### src/sv/pgsg_pkg.sv
package pgsg_pkg;

	localparam int UNIFORM_BITS_DEF = 16;

	localparam int SCALE_W   = 15;
	localparam int OFFSET_W  = 16;
	localparam int SAMPLE_W  = 16;
	localparam int CFG_W     = 16;
	localparam int CFG_IDX_W = 1;

	localparam logic [CFG_IDX_W-1:0] CFG_IDX_SCALE  = 1'b0;
	localparam logic [CFG_IDX_W-1:0] CFG_IDX_OFFSET = 1'b1;

	localparam logic [SCALE_W-1:0] SCALE_RST = 15'd4096;

	// ln(2) in Q.32
	localparam logic [31:0] LN2_Q32 = 32'hB172_17F8;

	localparam int LOG_ITERS  = 24;
	localparam int DIV_ITERS  = 31;
	localparam int SQRT_ITERS = 28;
	localparam int CNT_W      = 5;

	typedef enum logic [4:0] {
		OP_NOP,
		OP_LOAD,
		OP_SQA,
		OP_SQB,
		OP_RSUM,
		OP_NORM,
		OP_LOG,
		OP_LN,
		OP_DIVLD,
		OP_DIV,
		OP_SQLD,
		OP_SQRT,
		OP_MX,
		OP_SX,
		OP_MY,
		OP_SY,
		OP_FM,
		OP_FO
	} dp_op_t;

	typedef struct packed {
		dp_op_t op;
	} dp_cmd_t;

	typedef struct packed {
		logic cache_full;
		logic reject;
		logic normed;
		logic out_busy;
	} dp_sts_t;

endpackage

### src/sv/pgsg_ctrl.sv
module pgsg_ctrl (
	input  logic               clk,
	input  logic               arst_n,
	input  logic               in_valid,
	output logic               in_stall,
	input  pgsg_pkg::dp_sts_t  sts,
	output pgsg_pkg::dp_cmd_t  cmd
);

	typedef enum logic [16:0] {
		ST_IDLE = 17'h00001,
		ST_SQA  = 17'h00002,
		ST_SQB  = 17'h00004,
		ST_RSUM = 17'h00008,
		ST_NORM = 17'h00010,
		ST_LOG  = 17'h00020,
		ST_LN   = 17'h00040,
		ST_DVL  = 17'h00080,
		ST_DIV  = 17'h00100,
		ST_SQL  = 17'h00200,
		ST_SQRT = 17'h00400,
		ST_MX   = 17'h00800,
		ST_SX   = 17'h01000,
		ST_MY   = 17'h02000,
		ST_SY   = 17'h04000,
		ST_FM   = 17'h08000,
		ST_FO   = 17'h10000
	} state_t;

	state_t state_q, state_d;
	logic [pgsg_pkg::CNT_W-1:0] cnt_q, cnt_d;

	assign in_stall = (state_q != ST_IDLE);

	always_comb begin
		state_d = state_q;
		cnt_d   = cnt_q;
		cmd.op  = pgsg_pkg::OP_NOP;
		unique case (state_q)
			ST_IDLE: begin
				if (in_valid) begin
					cmd.op  = pgsg_pkg::OP_LOAD;
					state_d = sts.cache_full ? ST_FM : ST_SQA;
				end
			end
			ST_SQA: begin
				cmd.op  = pgsg_pkg::OP_SQA;
				state_d = ST_SQB;
			end
			ST_SQB: begin
				cmd.op  = pgsg_pkg::OP_SQB;
				state_d = ST_RSUM;
			end
			ST_RSUM: begin
				cmd.op  = pgsg_pkg::OP_RSUM;
				state_d = sts.reject ? ST_IDLE : ST_NORM;
			end
			ST_NORM: begin
				cmd.op = pgsg_pkg::OP_NORM;
				if (sts.normed) begin
					state_d = ST_LOG;
					cnt_d   = pgsg_pkg::CNT_W'(pgsg_pkg::LOG_ITERS - 1);
				end
			end
			ST_LOG: begin
				cmd.op = pgsg_pkg::OP_LOG;
				if (cnt_q == '0) begin
					state_d = ST_LN;
				end else begin
					cnt_d = cnt_q - 1'b1;
				end
			end
			ST_LN: begin
				cmd.op  = pgsg_pkg::OP_LN;
				state_d = ST_DVL;
			end
			ST_DVL: begin
				cmd.op  = pgsg_pkg::OP_DIVLD;
				state_d = ST_DIV;
				cnt_d   = pgsg_pkg::CNT_W'(pgsg_pkg::DIV_ITERS - 1);
			end
			ST_DIV: begin
				cmd.op = pgsg_pkg::OP_DIV;
				if (cnt_q == '0) begin
					state_d = ST_SQL;
				end else begin
					cnt_d = cnt_q - 1'b1;
				end
			end
			ST_SQL: begin
				cmd.op  = pgsg_pkg::OP_SQLD;
				state_d = ST_SQRT;
				cnt_d   = pgsg_pkg::CNT_W'(pgsg_pkg::SQRT_ITERS - 1);
			end
			ST_SQRT: begin
				cmd.op = pgsg_pkg::OP_SQRT;
				if (cnt_q == '0) begin
					state_d = ST_MX;
				end else begin
					cnt_d = cnt_q - 1'b1;
				end
			end
			ST_MX: begin
				cmd.op  = pgsg_pkg::OP_MX;
				state_d = ST_SX;
			end
			ST_SX: begin
				cmd.op  = pgsg_pkg::OP_SX;
				state_d = ST_MY;
			end
			ST_MY: begin
				cmd.op  = pgsg_pkg::OP_MY;
				state_d = ST_SY;
			end
			ST_SY: begin
				cmd.op  = pgsg_pkg::OP_SY;
				state_d = ST_FM;
			end
			ST_FM: begin
				cmd.op  = pgsg_pkg::OP_FM;
				state_d = ST_FO;
			end
			ST_FO: begin
				// hold until the output register is free
				if (!sts.out_busy) begin
					cmd.op  = pgsg_pkg::OP_FO;
					state_d = ST_IDLE;
				end
			end
			default: begin
				state_d = ST_IDLE;
			end
		endcase
	end

	always_ff @(posedge clk or negedge arst_n) begin
		if (!arst_n) begin
			state_q <= ST_IDLE;
			cnt_q   <= '0;
		end else begin
			state_q <= state_d;
			cnt_q   <= cnt_d;
		end
	end

	a_cached_short: assert property (@(posedge clk) disable iff (!arst_n)
		(state_q == ST_IDLE && in_valid && sts.cache_full) |=> (state_q == ST_FM))
		else $error("cached request did not take the short path");

	a_reject_idle: assert property (@(posedge clk) disable iff (!arst_n)
		(state_q == ST_RSUM && sts.reject) |=> (state_q == ST_IDLE))
		else $error("rejected pair did not return to idle");

	a_loop_exit: assert property (@(posedge clk) disable iff (!arst_n)
		(state_q == ST_SQRT && cnt_q == '0) |=> (state_q == ST_MX))
		else $error("root loop did not end on count");

endmodule

### src/sv/pgsg_dp.sv
module pgsg_dp #(
	parameter int UNIFORM_BITS = pgsg_pkg::UNIFORM_BITS_DEF
) (
	input  logic                                clk,
	input  logic                                arst_n,
	input  pgsg_pkg::dp_cmd_t                   cmd,
	output pgsg_pkg::dp_sts_t                   sts,
	input  logic [UNIFORM_BITS-1:0]             uniform_a,
	input  logic [UNIFORM_BITS-1:0]             uniform_b,
	input  logic                                cfg_wr_en,
	input  logic [pgsg_pkg::CFG_IDX_W-1:0]      cfg_index,
	input  logic [pgsg_pkg::CFG_W-1:0]          cfg_data,
	output logic                                out_valid,
	input  logic                                out_stall,
	output logic signed [pgsg_pkg::SAMPLE_W-1:0] sample,
	output logic                                from_cache
);

	localparam int U     = UNIFORM_BITS;
	localparam int SQ_W  = 2 * U;
	localparam int R_SH  = 64 - SQ_W;
	localparam int D_SH  = 32 - U;
	localparam logic [SQ_W-1:0] R_ONE = {2'b01, {(SQ_W-2){1'b0}}};

	// configuration and control state
	logic [pgsg_pkg::SCALE_W-1:0]         scale_q;
	logic signed [pgsg_pkg::OFFSET_W-1:0] offset_q;
	logic                                 cache_full_q;
	logic                                 out_valid_q;

	// payload
	logic [U-1:0]  amag_q, bmag_q;
	logic          asgn_q, bsgn_q;
	logic          fc_q;
	logic [63:0]   mul_q;
	logic [SQ_W-1:0] sum_q;
	logic [62:0]   norm_q;
	logic [5:0]    s_q;
	logic [30:0]   m_q;
	logic [23:0]   lg_q;
	logic [31:0]   rem_q;
	logic [30:0]   q_q;
	logic [55:0]   vsh_q;
	logic [27:0]   root_q;
	logic [28:0]   srem_q;
	logic [15:0]   xd_q;
	logic [15:0]   cache_q;
	logic          vneg_q;
	logic [15:0]   sample_q;
	logic          from_cache_q;

	// combinational
	logic [31:0]   mop_a, mop_b;
	logic [63:0]   prod_c;
	logic [SQ_W-1:0] sum_c;
	logic [63:0]   r64;
	logic [U-1:0]  as_c, bs_c;
	logic [31:0]   sq_c;
	logic [29:0]   negl_c;
	logic [30:0]   m0_c;
	logic          dge_c;
	logic [31:0]   dif_c;
	logic [31:0]   u2_c;
	logic [30:0]   rem2_c, trial_c;
	logic          sge_c;
	logic [30:0]   snext_c;
	logic [15:0]   draw_c;
	logic [15:0]   fv_c, fmag_c;
	logic [31:0]   t32_c;
	logic signed [21:0] tv_c, tot_c;
	logic [15:0]   fin_c;

	function automatic logic [15:0] draw(input logic [63:0] p, input logic [4:0] h,
		input logic neg);
		logic [63:0] full, bias, rq;
		logic [5:0]  sh;
		logic [15:0] res;
		full = p << D_SH;
		sh   = 6'd43 - {1'b0, h};
		bias = 64'd1 << (sh - 6'd1);
		rq   = (full + bias) >> sh;
		if (neg) begin
			res = (rq >= 64'd32768) ? 16'h8000 : 16'(-rq[15:0]);
		end else begin
			res = (rq > 64'd32767) ? 16'h7FFF : rq[15:0];
		end
		return res;
	endfunction

	assign as_c = {~uniform_a[U-1], uniform_a[U-2:0]};
	assign bs_c = {~uniform_b[U-1], uniform_b[U-2:0]};

	always_comb begin
		case (cmd.op)
			pgsg_pkg::OP_SQA: begin
				mop_a = 32'(amag_q);
				mop_b = 32'(amag_q);
			end
			pgsg_pkg::OP_SQB: begin
				mop_a = 32'(bmag_q);
				mop_b = 32'(bmag_q);
			end
			pgsg_pkg::OP_LOG: begin
				mop_a = {1'b0, m_q};
				mop_b = {1'b0, m_q};
			end
			pgsg_pkg::OP_LN: begin
				mop_a = {2'b00, negl_c};
				mop_b = pgsg_pkg::LN2_Q32;
			end
			pgsg_pkg::OP_MX: begin
				mop_a = 32'(amag_q);
				mop_b = {4'b0, root_q};
			end
			pgsg_pkg::OP_MY: begin
				mop_a = 32'(bmag_q);
				mop_b = {4'b0, root_q};
			end
			pgsg_pkg::OP_FM: begin
				mop_a = {16'b0, fmag_c};
				mop_b = {17'b0, scale_q};
			end
			default: begin
				mop_a = '0;
				mop_b = '0;
			end
		endcase
	end

	assign prod_c = 64'(mop_a) * 64'(mop_b);

	assign sum_c = sum_q + mul_q[SQ_W-1:0];
	assign r64   = 64'(sum_c) << R_SH;

	assign sq_c   = prod_c[61:30];
	assign negl_c = {s_q, 24'b0} - {6'b0, lg_q};
	assign m0_c   = norm_q[62:32];

	assign dge_c = (rem_q >= {1'b0, m0_c});
	assign dif_c = dge_c ? (rem_q - {1'b0, m0_c}) : rem_q;

	assign u2_c = s_q[0] ? {q_q, 1'b0} : {1'b0, q_q};

	// one root bit per beat of the digit recurrence
	assign rem2_c  = {srem_q, vsh_q[55:54]};
	assign trial_c = {1'b0, root_q, 2'b01};
	assign sge_c   = (rem2_c >= trial_c);
	assign snext_c = sge_c ? (rem2_c - trial_c) : rem2_c;

	assign draw_c = draw(mul_q, s_q[5:1], (cmd.op == pgsg_pkg::OP_SX) ? asgn_q : bsgn_q);

	assign fv_c   = fc_q ? cache_q : xd_q;
	assign fmag_c = fv_c[15] ? 16'(-fv_c) : fv_c;

	// round half away from zero, add mean, saturate
	assign t32_c = 32'(mul_q[30:0]) + 32'd2048;
	assign tv_c  = vneg_q ? -$signed({2'b00, t32_c[31:12]}) : $signed({2'b00, t32_c[31:12]});
	assign tot_c = tv_c + 22'(offset_q);
	always_comb begin
		if (tot_c > 22'sd32767) begin
			fin_c = 16'h7FFF;
		end else if (tot_c < -22'sd32768) begin
			fin_c = 16'h8000;
		end else begin
			fin_c = tot_c[15:0];
		end
	end

	assign sts.cache_full = cache_full_q;
	assign sts.reject     = (sum_c == '0) || (sum_c > R_ONE);
	assign sts.normed     = norm_q[62];
	assign sts.out_busy   = out_valid_q && out_stall;

	always_ff @(posedge clk or negedge arst_n) begin
		if (!arst_n) begin
			scale_q      <= pgsg_pkg::SCALE_RST;
			offset_q     <= '0;
			cache_full_q <= 1'b0;
			out_valid_q  <= 1'b0;
		end else begin
			if (cfg_wr_en) begin
				unique case (cfg_index)
					pgsg_pkg::CFG_IDX_SCALE:  scale_q  <= cfg_data[pgsg_pkg::SCALE_W-1:0];
					pgsg_pkg::CFG_IDX_OFFSET: offset_q <= $signed(cfg_data);
					default: ;
				endcase
			end
			if (cmd.op == pgsg_pkg::OP_SY) begin
				cache_full_q <= 1'b1;
			end else if (cmd.op == pgsg_pkg::OP_FO && fc_q) begin
				cache_full_q <= 1'b0;
			end
			if (cmd.op == pgsg_pkg::OP_FO) begin
				out_valid_q <= 1'b1;
			end else if (!out_stall) begin
				out_valid_q <= 1'b0;
			end
		end
	end

	always_ff @(posedge clk) begin
		case (cmd.op)
			pgsg_pkg::OP_LOAD: begin
				asgn_q <= as_c[U-1];
				bsgn_q <= bs_c[U-1];
				amag_q <= as_c[U-1] ? U'(-as_c) : as_c;
				bmag_q <= bs_c[U-1] ? U'(-bs_c) : bs_c;
				fc_q   <= cache_full_q;
			end
			pgsg_pkg::OP_SQA: begin
				mul_q <= prod_c;
			end
			pgsg_pkg::OP_SQB: begin
				sum_q <= mul_q[SQ_W-1:0];
				mul_q <= prod_c;
			end
			pgsg_pkg::OP_RSUM: begin
				norm_q <= r64[62:0];
				s_q    <= '0;
			end
			pgsg_pkg::OP_NORM: begin
				if (norm_q[62]) begin
					m_q  <= norm_q[62:32];
					lg_q <= '0;
				end else begin
					norm_q <= {norm_q[61:0], 1'b0};
					s_q    <= s_q + 6'd1;
				end
			end
			pgsg_pkg::OP_LOG: begin
				m_q  <= sq_c[31] ? sq_c[31:1] : sq_c[30:0];
				lg_q <= {lg_q[22:0], sq_c[31]};
			end
			pgsg_pkg::OP_LN: begin
				mul_q <= prod_c;
			end
			pgsg_pkg::OP_DIVLD: begin
				rem_q <= {1'b0, mul_q[61:31]};
				q_q   <= '0;
			end
			pgsg_pkg::OP_DIV: begin
				rem_q <= {dif_c[30:0], 1'b0};
				q_q   <= {q_q[29:0], dge_c};
			end
			pgsg_pkg::OP_SQLD: begin
				vsh_q  <= {u2_c, 24'b0};
				root_q <= '0;
				srem_q <= '0;
			end
			pgsg_pkg::OP_SQRT: begin
				srem_q <= snext_c[28:0];
				root_q <= {root_q[26:0], sge_c};
				vsh_q  <= {vsh_q[53:0], 2'b00};
			end
			pgsg_pkg::OP_MX, pgsg_pkg::OP_MY: begin
				mul_q <= prod_c;
			end
			pgsg_pkg::OP_SX: begin
				xd_q <= draw_c;
			end
			pgsg_pkg::OP_SY: begin
				cache_q <= draw_c;
			end
			pgsg_pkg::OP_FM: begin
				mul_q  <= prod_c;
				vneg_q <= fv_c[15];
			end
			pgsg_pkg::OP_FO: begin
				sample_q     <= fin_c;
				from_cache_q <= fc_q;
			end
			default: ;
		endcase
	end

	assign out_valid  = out_valid_q;
	assign sample     = $signed(sample_q);
	assign from_cache = from_cache_q;

	a_no_overwrite: assert property (@(posedge clk) disable iff (!arst_n)
		(cmd.op == pgsg_pkg::OP_FO) |-> !(out_valid_q && out_stall))
		else $error("result register overwritten while stalled");

	a_cache_set: assert property (@(posedge clk) disable iff (!arst_n)
		(cmd.op == pgsg_pkg::OP_SY) |=> cache_full_q)
		else $error("cache not marked full after pair");

	a_cache_emit: assert property (@(posedge clk) disable iff (!arst_n)
		(cmd.op == pgsg_pkg::OP_FO && fc_q) |=> (!cache_full_q && out_valid_q && from_cache_q))
		else $error("cached beat not emitted or cache not cleared");

endmodule

### src/sv/polar_gaussian_sample_generator.sv
// A cached request goes straight to the final scale and output steps; a fresh pair passes
// through the bit-serial normalizer (one shift per leading zero of r, 0..30), 24 log squarings,
// the 31-step divider and the 28-step root, all on one multiplier; a rejected pair gives none.
// One request in flight: the next beat is taken only once the current one is done, and later
// while a finished result waits for the output register. Reset clears the cache, the output
// valid, scale to 1.0 and offset to 0.
module polar_gaussian_sample_generator #(
	parameter int UNIFORM_BITS = pgsg_pkg::UNIFORM_BITS_DEF
) (
	input  logic                                 clk,
	input  logic                                 arst_n,
	input  logic                                 in_valid,
	output logic                                 in_stall,
	input  logic [UNIFORM_BITS-1:0]              uniform_a,
	input  logic [UNIFORM_BITS-1:0]              uniform_b,
	output logic                                 out_valid,
	input  logic                                 out_stall,
	output logic signed [pgsg_pkg::SAMPLE_W-1:0] sample,
	output logic                                 from_cache,
	input  logic                                 cfg_wr_en,
	input  logic [pgsg_pkg::CFG_IDX_W-1:0]       cfg_index,
	input  logic [pgsg_pkg::CFG_W-1:0]           cfg_data
);

	pgsg_pkg::dp_cmd_t cmd;
	pgsg_pkg::dp_sts_t sts;

	pgsg_ctrl u_ctrl (
		.clk      (clk),
		.arst_n   (arst_n),
		.in_valid (in_valid),
		.in_stall (in_stall),
		.sts      (sts),
		.cmd      (cmd)
	);

	pgsg_dp #(
		.UNIFORM_BITS(UNIFORM_BITS)
	) u_dp (
		.clk        (clk),
		.arst_n     (arst_n),
		.cmd        (cmd),
		.sts        (sts),
		.uniform_a  (uniform_a),
		.uniform_b  (uniform_b),
		.cfg_wr_en  (cfg_wr_en),
		.cfg_index  (cfg_index),
		.cfg_data   (cfg_data),
		.out_valid  (out_valid),
		.out_stall  (out_stall),
		.sample     (sample),
		.from_cache (from_cache)
	);

endmodule
### config.mk
export PLATFORM = sky130hd
export DESIGN_NAME = polar_gaussian_sample_generator
export DESIGN_NICKNAME = d
export VERILOG_FILES = /design/src/sv/pgsg_pkg.sv /design/src/sv/pgsg_ctrl.sv /design/src/sv/pgsg_dp.sv /design/src/sv/polar_gaussian_sample_generator.sv
export SDC_FILE = /design/constraint.sdc
export NUM_CORES = 2
export LEC_CHECK = 0
export BUFFER_PORTS_ARGS = -buffer_cell sky130_fd_sc_hd__buf_4
export CAP_MARGIN = 20
export CORE_AREA = 2 2 416 418
export CTS_CLUSTER_DIAMETER = 100
export DETAILED_ROUTE_END_ITERATION = 8
export DIE_AREA = 0 0 418 420
export REMOVE_ABC_BUFFERS = 1
export SLEW_MARGIN = 20
export SYNTH_ARGS = -nofsm -noshare
export SYNTH_HDL_FRONTEND = slang
export SYNTH_SLANG_ARGS = --single-unit
### constraint.sdc
create_clock -name clk -period 15.65 [get_ports clk]
set_input_delay 1.565 -clock clk [delete_from_list [all_inputs] [get_ports clk]]
set_output_delay 1.565 -clock clk [all_outputs]
set_load 0.05 [all_outputs]
Word level (Yosys, flattened, before mapping)

Cells that the tools add are included.

Flip-flop bits (word level): 534
Latch bits: 0
Memory bits (writable): 0
Memory bits (read-only): 0
Output and inout bits: 19
Memories kept: 0

Add/sub/neg operators: 16
Multipliers: 1
Div/mod/pow operators: 0
Order comparisons: 7
Equality and inequality tests: 45
Shift-type cells: 2
Muxes and demuxes: 48
Bitwise operators: 3
Reduce and logical (&&, ||, !) cells: 22

Operator list:

| operator                                                            | number |
|---|---|
| case mux 17 bit (17 select lines)                                   | 1 |
| case mux 32 bit (6 select lines)                                    | 1 |
| case mux 31 bit (5 select lines)                                    | 1 |
| two-way mux 16 bit                                                  | 9 |
| case mux 63 bit (2 select lines)                                    | 1 |
| case mux 31 bit (2 select lines)                                    | 2 |
| case mux 56 bit (2 select lines)                                    | 1 |
| two-way mux 17 bit                                                  | 6 |
| two-way mux 31 bit                                                  | 3 |
| case mux 5 bit (17 select lines)                                    | 1 |
| adder 64 bit                                                        | 1 |
| greater-or-equal comparator 64 x 16 -> 1 bit, second input constant | 1 |
| > comparator 64 x 15 -> 1 bit, second input constant                | 1 |
| negator 16 bit                                                      | 4 |
| case mux 32 bit (2 select lines)                                    | 1 |
| left shift 1 x 6 -> 64 bit, first input constant                    | 1 |
| >> shifter 64 x 6 -> 64 bit                                         | 1 |
| two-way mux 63 bit                                                  | 1 |
| multiplier 31 x 32 -> 62 bit                                        | 1 |
| case mux 29 bit (2 select lines)                                    | 1 |
| case mux 28 bit (2 select lines)                                    | 1 |
| case mux 24 bit (2 select lines)                                    | 1 |
| equality test 5 x 4 -> 1 bit, second input constant                 | 8 |
| adder 31 x 12 -> 32 bit, second input constant                      | 1 |
| other kinds (61)                                                    | 94 |

Longest topological paths before layout

Depth in word-level cells: 9
Mapped depth: 48
Mapped depth without buffers: 44

Hierarchy

A second synthesis with hierarchy kept.

Cell total of the unflattened synthesis: 7615
Area total of the unflattened synthesis: 68623.3 um^2

Modules (own cells, without submodules):

| module    | times used | cells an instance | area each (um^2) |
|---|---|---|---|
| pgsg_dp   | 1          | 7441              | 67099.4 |
| pgsg_ctrl | 1          | 174               | 1524.0 |

Worst setup path after synthesis

No wires, ideal clock.

Path kind: flip-flop to flip-flop
Start point: register u_ctrl.state_q[8]
End point: register u_dp.m_q[3], data pin
Arrival time: 12039 ps
Required time: 15382 ps
Path slack: 3344 ps
Stages on the path, launching flop included: 42
Period minus slack after synthesis: 12306 ps
Path through: dfrtp_1 nor4_1 nand4_1 or3_1 nor3b_1 clkbuf_1 clkbuf_1 a222oi_1 and3_1 clkbuf_1 nor2_1 fa_1 fa_1 fa_1 inv_1 fa_1 inv_1 fa_1 [... 6 more ...] inv_1 ha_1 and3_1 a221oi_1 a21bo_2 a22oi_1 a21oi_1 o311ai_0 a211oi_1 o31ai_1 o2111ai_1 nand2_1 o211ai_1 a21oi_1 xnor2_1 clkbuf_1 mux2i_1 o21ai_0

Word-level cells in the longest chain between the ends: 8

Ends and longest elaborated chain:

| item                                                                                 | line             | RTL |
|---|---|---|
| start, declared                                                                      | pgsg_ctrl.sv:30  | `state_t state_q, state_d;` |
| start signal, assigned                                                               | pgsg_ctrl.sv:141 | `state_q <= state_d;` |
| equality test 17 bit, or another cell as far along                                   | pgsg_ctrl.sv:39  | `unique case (state_q)` |
| case mux 5 bit (17 select lines) (*)                                                 | pgsg_ctrl.sv:39  |  |
| equality test 5 x 4 -> 1 bit or equality test 5 x 2 -> 1 bit (tied branches)         | pgsg_dp.sv:94    | `case (cmd.op)` |
| OR reduction 2 bit (no source line)                                                  | n/a              |  |
| case mux 32 bit (6 select lines) or case mux 31 bit (5 select lines) (tied branches) | pgsg_dp.sv:94    |  |
| multiplier 31 x 32 -> 62 bit                                                         | pgsg_dp.sv:130   | `assign prod_c = 64'(mop_a) * 64'(mop_b);` |
| two-way mux 31 bit                                                                   | pgsg_dp.sv:231   | `m_q <= sq_c[31] ? sq_c[31:1] : sq_c[30:0];` |
| case mux 31 bit (2 select lines) (*)                                                 | pgsg_dp.sv:202   | `case (cmd.op)` |
| end signal, assigned                                                                 | pgsg_dp.sv:223   | `m_q <= norm_q[62:32];` |
| end signal, assigned                                                                 | pgsg_dp.sv:231   |  |
| end, declared                                                                        | pgsg_dp.sv:39    | `logic [30:0] m_q;` |

Mark *: on every way between the ends. The rest lies on a longest branch, timed or not.
A chain may end at the register's enable or synchronous reset.

Worst setup path after layout

Start point: register u_dp.lg_q[2]
End point: register u_dp.m_q[25], data pin

Word-level cells in the longest chain between the ends: 5

Ends and longest elaborated chain:

| item                             | line           | RTL |
|---|---|---|
| start, declared                  | pgsg_dp.sv:40  | `logic [23:0] lg_q;` |
| start signal, assigned           | pgsg_dp.sv:232 | `lg_q <= {lg_q[22:0], sq_c[31]};` |
| subtractor 30 x 24 -> 30 bit     | pgsg_dp.sv:136 | `assign negl_c = {s_q, 24'b0} - {6'b0, lg_q};` |
| case mux 31 bit (5 select lines) | pgsg_dp.sv:94  |  |
| multiplier 31 x 32 -> 62 bit     | pgsg_dp.sv:130 |  |
| two-way mux 31 bit               | pgsg_dp.sv:231 |  |
| case mux 31 bit (2 select lines) | pgsg_dp.sv:202 |  |

Every way passes these cells.

==> flow_summary.toml <==
[outcome]
status = "finished clean"

[place]
port_buffers = 72
place_area_um2 = 71230
hpwl_mm = 192.6
routabilityCongestion = 1.001
dp_slack_ns = 1.632

[detailed_routing]
routedWlPerCell_um = 25.02
vias_per_cell = 5.732
detail-route-antenna-nets = 0
drt_iter0_drc = 5716
dr.pass1.iters = 7
wl_mm = 242.5
vias = 55558
route.detailed.drc = 0

[power_and_ir_drop]
clock_power_share_pct = 24.6
p_sw_mw = 2.551
power_density_nw_per_um2 = 80.60
power.share.sequential_pct = 31.6
p_comb_share_pct = 43.8
p_sw_share_pct = 43.18
p_int_mw = 3.357
p_leak_nw = 32.89
peakVddDrop_mv = 0.09320

[timing]
setup_ws_ns = 1.417
layout_worst_path_cycle_share_pct = 90.94
relSlewSlack_pct = 25.22
finalHoldViolations = 0
hold-worst-slack_ns = 0.5148
finalSetupViolCount = 0
fin_crit_ns = 14.23
finalClockSkew_ns = 0.04092
drv_slew = 0
worst_pin_slew_ns = 1.122
clock.fmax_mhz = 70.26
rsz0062_at_grt = "no"

[cts]
cts_tree = "yes"
cts_buffers = 58
ctsLongestPathBuffers = 3
post-cts-setup-buffers = 0
clock-sinks = 508
clkTransAtPathRegs_ns = 0.06
holdBufCountCts = 0
htree_levels = 2
cts-resized-gates = 0
cts_root_buffer = "clkbuf_16"
clock_latency_ns = 0.67

[synth]
synth_adder_area_share_pct = 33.45
async_flop_share_pct = 10.83
synth_compound_area_share_pct = 11.95
ys_top_cells_by_area = "fa_1, edfxtp_1, ha_1, inv_1, nand2_1"
synth_simple_gate_area_share_pct = 16.28
syn_inst = 7495
synth_area_um2 = 67980
synth.largest_area_cell = "fa_1"
synth_edf_count = 453
ys_types = 121
synth_common_cells = "inv_1, nand2_1, fa_1"
synth.area.mux_share_pct = 4.231
synth_xor_area_share_pct = 3.784
synth_ff_type = "edfxtp_1"
yosys.area.top_type_share_pct = 25.59
yosysWarnings = 0
synth.most_common_cell = "inv_1"
seq_area_frac_synth_pct = 22.04
ys_seq_elements = 508
synth_area_per_cell_um2 = 9.070
synth_top_family_by_area = "adder cells"

[setup_path]
cp_slowest_stage_delay_ns = 0.74
cp-start-kind = "flip-flop"
cp_slowest_cell = "o31ai_1"
cp_max_fo = 36
worstSetupEndpointType = "flip-flop"
cpMostUsedCell = "fa_1"
timing.rr.start = "u_dp.lg_q[2]"
arrival_ns = 14.63
worst_ep_required_time_ns = 16.05
crit_type = "flip-flop to flip-flop"
crit_path_start = "u_dp.lg_q[2]"

[die]
die_w_um = 418
initial_core_util_pct = 39.76
core_area_um2 = 171000
die-area_um2 = 175600
die_h_um = 420
pin_count = 73
fp-row-count = 152

[cells_and_area]
stdcell_area_um2 = 73290
area_growth_pct = 7.811
nNetsFinal = 8753
drive_above_1_share_pct = 7.138

[worst_hold_path]
hold_path.class = "flip-flop to flip-flop"
min_from = "u_ctrl.state_q[3]"

[global_routing]
grt_overflow = 0
grt_use_met1_pct = 37.30
grt_usage_pct = 27.66
busiest_layer = "met2"
grt_pass1_wl_mm = 363.0
grt_antenna_before_repair = 16
grt_util_met3_pct = 4.262
use_met2_pct = 42.97
grt_start_max_net_pins = 86
grt_pass1_vias = 55891

[flow_run]
cap_violations = 0
==> worst max-delay path, delay by kind of cell (launching register included) <==
family / cells / cell delay, ns
AOI/OAI and AO/OA: 11 / 3.34
DFF: 1 / 0.43
and+or+nand+nor: 12 / 3.48
buffers and inverters: 4 / 1.25
muxes: 2 / 0.66
adders and majority gates: 9 / 4.53
xor gates and xnor gates: 2 / 0.26
==> sequential cells by signal, indices dropped and copies added, names as in the netlist, 17 cells and up <==
signal	flops
u_ctrl.state_q	17
u_dp.lg_q	24
u_dp.m_q	31
u_dp.mul_q	62
u_dp.norm_q	61
u_dp.q_q	31
u_dp.rem_q	32
u_dp.root_q	28
u_dp.srem_q	29
u_dp.sum_q	32
u_dp.vsh_q	32
==> routing by layer <==
layer	share of wire (%)	wire length, um	up-vias
met1	41	99530	27814
met3	8.3	20160	530
met2	44	107600	2531
met4	6.2	15150	2
met5	0.0054	13	-
li1	-	-	24681
==> placed cells by master, fill, tap and decap left out, types with 53 or more instances in the layout <==
master / netlist / final
nor2_1: 780 / 778
xor2_1: 89 / 88
nand2_1: 971 / 970
nand2b_1: 55 / 55
a21oi_1: 255 / 254
mux2_2: 58 / 58
ha_1: 427 / 426
nand3_1: 122 / 119
fa_1: 869 / 869
nor3_1: 107 / 107
and3_1: 78 / 78
xnor2_1: 201 / 199
edfxtp_1: 453 / 453
inv_1: 1112 / 1108
clkbuf_16: 0 / 59
mux2i_1: 163 / 162
dfrtp_1: 53 / 53
buf_4: 3 / 209
o21ai_0: 279 / 277
a21o_1: 113 / 113
and2_1: 93 / 92
==> final timing paths <==
check	endpoint	slack (ns)	cells past startpoint
hold reg to reg	u_ctrl.state_q[3]	0.51	1
min in group asynchronous	u_dp.offset_q[12]	0.98	1
setup reg to reg	u_dp.m_q[25]	1.42	40
setup / recovery	u_dp.m_q[25]	1.42	40
hold / removal	u_ctrl.state_q[3]	0.51	1
max in group asynchronous	u_ctrl.cnt_q[4]	14.08	1
==> area by class of cell <==
cell class,instances,area (um^2)
Antenna cell,7,17.52
Fill cell,16648,97680
Clock buffer,61,1484
Tap cell,2233,2794
Inverter,1116,4189
Sequential cell,508,14980
Clock inverter,49,538.0
Timing Repair Buffer,212,1624
Multi-Input combinational cell,5507,47660
==> power by group through the flow <==
| stage | registers [mW] | logic [mW] | clock network, mW |
|---|---|---|---|
| floorplan | 1.78 | 1.60 | 0 |
| global placement | 1.88 | 2.51 | 0 |
| detailed placement | 1.88 | 2.53 | 0 |
| CTS | 1.85 | 2.55 | 1.49 |
| global route | 1.87 | 2.78 | 1.53 |
| finish | 1.86 | 2.59 | 1.46 |
==> logic make-up after synthesis <==
| group | count (synthesis) |
|---|---|
| fa+ha+maj | 1296 |
| simple gates | 2483 |
| xor+xnor | 292 |
| mux | 248 |
| other cells | 1 |
| compound gates | 1187 |
| buf+inv | 1480 |
| flops | 508 |
==> through the flow <==
stage	setup TNS, ns	cells	power [mW]	util [%]
after detailed placement	0	9575	4.405	41.66
final	0	9693	5.907	42.87
after floorplan	-43.82	7131	3.373	-
after CTS	0	9685	5.889	42.85
after global placement	0	9573	4.385	41.64
after global routing	0	9692	6.178	42.87
Power figures use the tool's default switching activity.
